<file path="config.mk">
export PLATFORM = sky130hd
export DESIGN_NAME = llpe_ram
export DESIGN_NICKNAME = d
export VERILOG_FILES = /design/src/rtl/llpe_ram.sv
export SDC_FILE = /design/constraint.sdc
export NUM_CORES = 1
export LEC_CHECK = 0
export BUFFER_PORTS_ARGS = -buffer_cell sky130_fd_sc_hd__buf_2
export CORE_ASPECT_RATIO = 1.4
export CORE_MARGIN = 2
export CORE_UTILIZATION = 63
export CTS_BUF_LIST = sky130_fd_sc_hd__clkbuf_8 sky130_fd_sc_hd__clkbuf_16
export CTS_CLUSTER_SIZE = 12
export DETAILED_ROUTE_END_ITERATION = 6
export PLACE_DENSITY = 0.79
export SETUP_SLACK_MARGIN = 0.2
export SLEW_MARGIN = 20
export SYNTH_ARGS = -nofsm -noshare
export SYNTH_HDL_FRONTEND = slang
export SYNTH_SLANG_ARGS = --single-unit
export TNS_END_PERCENT = 1
</file>
<file path="constraint.sdc">
create_clock -name clk -period 4.51 [get_ports clk]
set_input_delay 0.6765 -clock clk [delete_from_list [all_inputs] [get_ports clk]]
set_output_delay 0.6765 -clock clk [all_outputs]
set_load 0.01 [all_outputs]
</file>
<file path="src/rtl/llpe_ram.sv">
// llpe_ram: generic simple dual-port ram, one write and one registered read port
// no dependencies; used for the link and data stores
`timescale 1ns / 1ps
module llpe_ram #(
  parameter int WIDTH = 8,
  parameter int DEPTH = 128
) (
  input  logic                     clk,
  input  logic                     we,
  input  logic [$clog2(DEPTH)-1:0] waddr,
  input  logic [WIDTH-1:0]         wdata,
  input  logic                     re,
  input  logic [$clog2(DEPTH)-1:0] raddr,
  output logic [WIDTH-1:0]         rdata
);

  logic [WIDTH-1:0] mem [DEPTH];

  always_ff @(posedge clk) begin
    if (we) begin
      mem[waddr] <= wdata;
    end
    if (re) begin
      rdata <= mem[raddr];
    end
  end

endmodule

</file>
==> out/results.ini <==
[sta]
fin_ws_ns = 1.543
worst_pin_slew_ns = 1.200
rsz0062_at_grt = false
fin_crit_sh_pct = 65.79
fin_skew_ns = 0.02339
setup_tns_ns = 0
setup_viol = 0
finalHoldViolations = 0
slew_headroom_pct = 19.73
min_period_ns = 2.967
clock.fmax_mhz = 337.0
slew_viol_final = 0

[floorplanning]
initial_core_util_pct = 63.94
coreArea_mm2 = 0.06216
die_y_um = 301.2
dieArea_mm2 = 0.06514
dieWidth_um = 216.3
rows = 108
pin_count = 33

[power]
powerDensity_mw_per_mm2 = 426.1
ir_worst_vdd_v = 0.0003369
leakagePower_nw = 13.60

[synthesis]
syn-cell-area_mm2 = 0.03975
ys_ff_latch = 1032
synth_cell_type_count = 16
ys_seq_area_share_pct = 77.97
syn_nets = 1660
synth_warnings = 0
synthCells = 1635
avgSynthCellArea_um2 = 24.31

[drt]
antenna_left = 0
dr.pass1.iters = 6
drcViolationCount = 0
vias_per_cell = 7.049
drtIter0Drc = 2782
avgRoutedWirePerCell_um = 35.23
vias = 18434
drt-total-wl_um = 92130

[setup_path]
r2r_start = mem[56][5]$_DFFE_PP_
cp_max_fo = 43
crit_required_ns = 4.92
reg2regPathDepth = 4
regToRegSetupSlack_ns = 1.88
start_kind = primary input
endpoint_kind = flop
critPathArrivalTime_ns = 3.38
reg2reg_to = rdata[5]$_DFFE_PP_
worstSetupPathType = in2reg

[clocking]
cts_buffers = 97
post-cts-setup-buffer-count = 0
cts_sinks = 1032
root_buffer = clkbuf_16
ctsHoldBuffers = 0
cts_max_path_buffers = 3
post_cts_resized = 0
cts_tree = built
clk_pin_slew_worst_paths_ns = 0.06
h-tree-depth = 3
insertion_delay_ns = 0.66

[min_path]
holdCritStartpoint = re
whs_path_depth = 1
hold_class = in2reg
min_to = rdata[7]$_DFFE_PP_

[global_routing]
track_usage_pct = 29.56
grt_max_degree = 104
grt_antenna_before_repair = 10
grt_pass1_wl_um = 135100
grt-ovfl-total = 0
grt_pass1_vias = 19102

[status]
outcome = finished clean

[final_layout]
regArea_mm2 = 0.03099
stdcell_count = 2615
synthToLayoutAreaGrowth_pct = 11.02
multi_input_comb_area_mm2 = 0.008372
fill_cells = 3375
layout.nets = 1795
drive_above_1_share_pct = 32.40
fin_util_pct = 70.99

[placement]
dp_cells = 2496
dpl_worst_slack_ns = 0.9007
hpwl_um = 53320
routabilityCongestion = 0.8250
portBuffers = 32

[flow_run]
timing.max_cap.violations = 0

==> critical path, stage by stage <==
cell    delay (ns)
buf_8         0.28
buf_12        0.37
mux4_2        0.58
mux4_2        0.54
mux4_2        0.56
mux2_2        0.29
==> cells in the mapped netlist (all sizes together) <==
cell type	count	area share (%)
edfxtp	1032	78
mux4	336	19
nor2	122	1.2
buf	45	0.59
clkbuf	44	0.42
nand2	14	0.13
nand3	12	0.15
nor3	9	0.11
mux2	8	0.23
nor2b	7	0.11
nand4	3	0.047
nand2b	2	0.031
or3	1	0.016
==> where the power goes <==
part / internal, mW / switching (mW) / total [mW]
registers: 10.6 / 0.0241 / 10.6
logic: 0.400 / 0.564 / 0.965
clock network: 4.00 / 3.21 / 7.21
total: 15.0 / 3.80 / 18.8
==> cell usage in the layout, fill, tap and decap left out, types with 2 or more instances in the layout <==
| master | synthesis | routed |
|---|---|---|
| buf_6 | 1 | 2 |
| clkinv_1 | 0 | 2 |
| nand3_1 | 12 | 12 |
| buf_4 | 11 | 86 |
| nor2_1 | 122 | 121 |
| nor3_1 | 9 | 6 |
| nor3_2 | 0 | 3 |
| nor2b_1 | 7 | 7 |
| nand2_1 | 14 | 14 |
| inv_1 | 0 | 8 |
| clkbuf_16 | 0 | 103 |
| edfxtp_1 | 1032 | 1032 |
| diode_2 | 0 | 3 |
| mux2_2 | 8 | 8 |
| buf_2 | 15 | 21 |
| buf_12 | 0 | 14 |
| nand2b_1 | 2 | 2 |
| buf_8 | 0 | 2 |
| mux4_2 | 336 | 336 |
| nand4_1 | 3 | 3 |
==> sequential cells by signal, summed over array words and instances, names as in the netlist <==
| name | flops |
|---|---|
| mem | 1024 |
| rdata | 8 |
==> cell type report <==
cell class | count | share of cell area (%)
multi-input combinational | 514 | 18.97
timing repair buffer | 125 | 2.456
tap | 825 | 2.339
sequential | 1032 | 70.23
clock buffer | 103 | 5.841
clock inverter | 13 | 0.1418
antenna | 3 | 0.01701
==> per-layer routing <==
layer | share of wire, % | wire, µm | GRT usage, % | vias up
met5 | 0.046 | 42 | 0 | -
met4 | 3.8 | 3473 | 11.64 | 8
met3 | 9.7 | 8893 | 5.053 | 196
met2 | 52 | 48130 | 49.89 | 1216
met1 | 34 | 31590 | 39.30 | 9785
li1 | - | - | - | 7229
==> through the flow <==
| step | hold slack (ns) | power, mW | instance area [µm²] |
|---|---|---|---|
| floorplan | 0.7754 | 11.35 | 39750 |
| global placement | 1.035 | 11.75 | 41470 |
| detailed placement | 1.039 | 11.78 | 41470 |
| CTS | 0.3441 | 18.86 | 44110 |
| global route | 0.3742 | 19.24 | 44120 |
| finish | 0.3775 | 18.80 | 44120 |
==> cells by family after synthesis <==
kind of cell	after synthesis	synth area share, %
multiplexers	344	19.27
buffers and inverters	89	1.011
AND/OR/NAND/NOR	170	1.753
flip-flops	1032	77.97
==> worst max path at each step <==
| stage | from | endpoint | slack (ns) | cells past startpoint |
|---|---|---|---|---|
| floorplan | raddr[0] | rdata[0]$_DFFE_PP_ | 1.19 | 6 |
| global placement | raddr[0] | rdata[4]$_DFFE_PP_ | 0.91 | 6 |
| detailed placement | raddr[0] | rdata[5]$_DFFE_PP_ | 0.90 | 6 |
| CTS | raddr[0] | rdata[4]$_DFFE_PP_ | 1.53 | 6 |
| global route | raddr[0] | rdata[4]$_DFFE_PP_ | 1.45 | 6 |
| finish | raddr[0] | rdata[4]$_DFFE_PP_ | 1.54 | 6 |
Note: power is estimated with default switching activity, not from simulation.
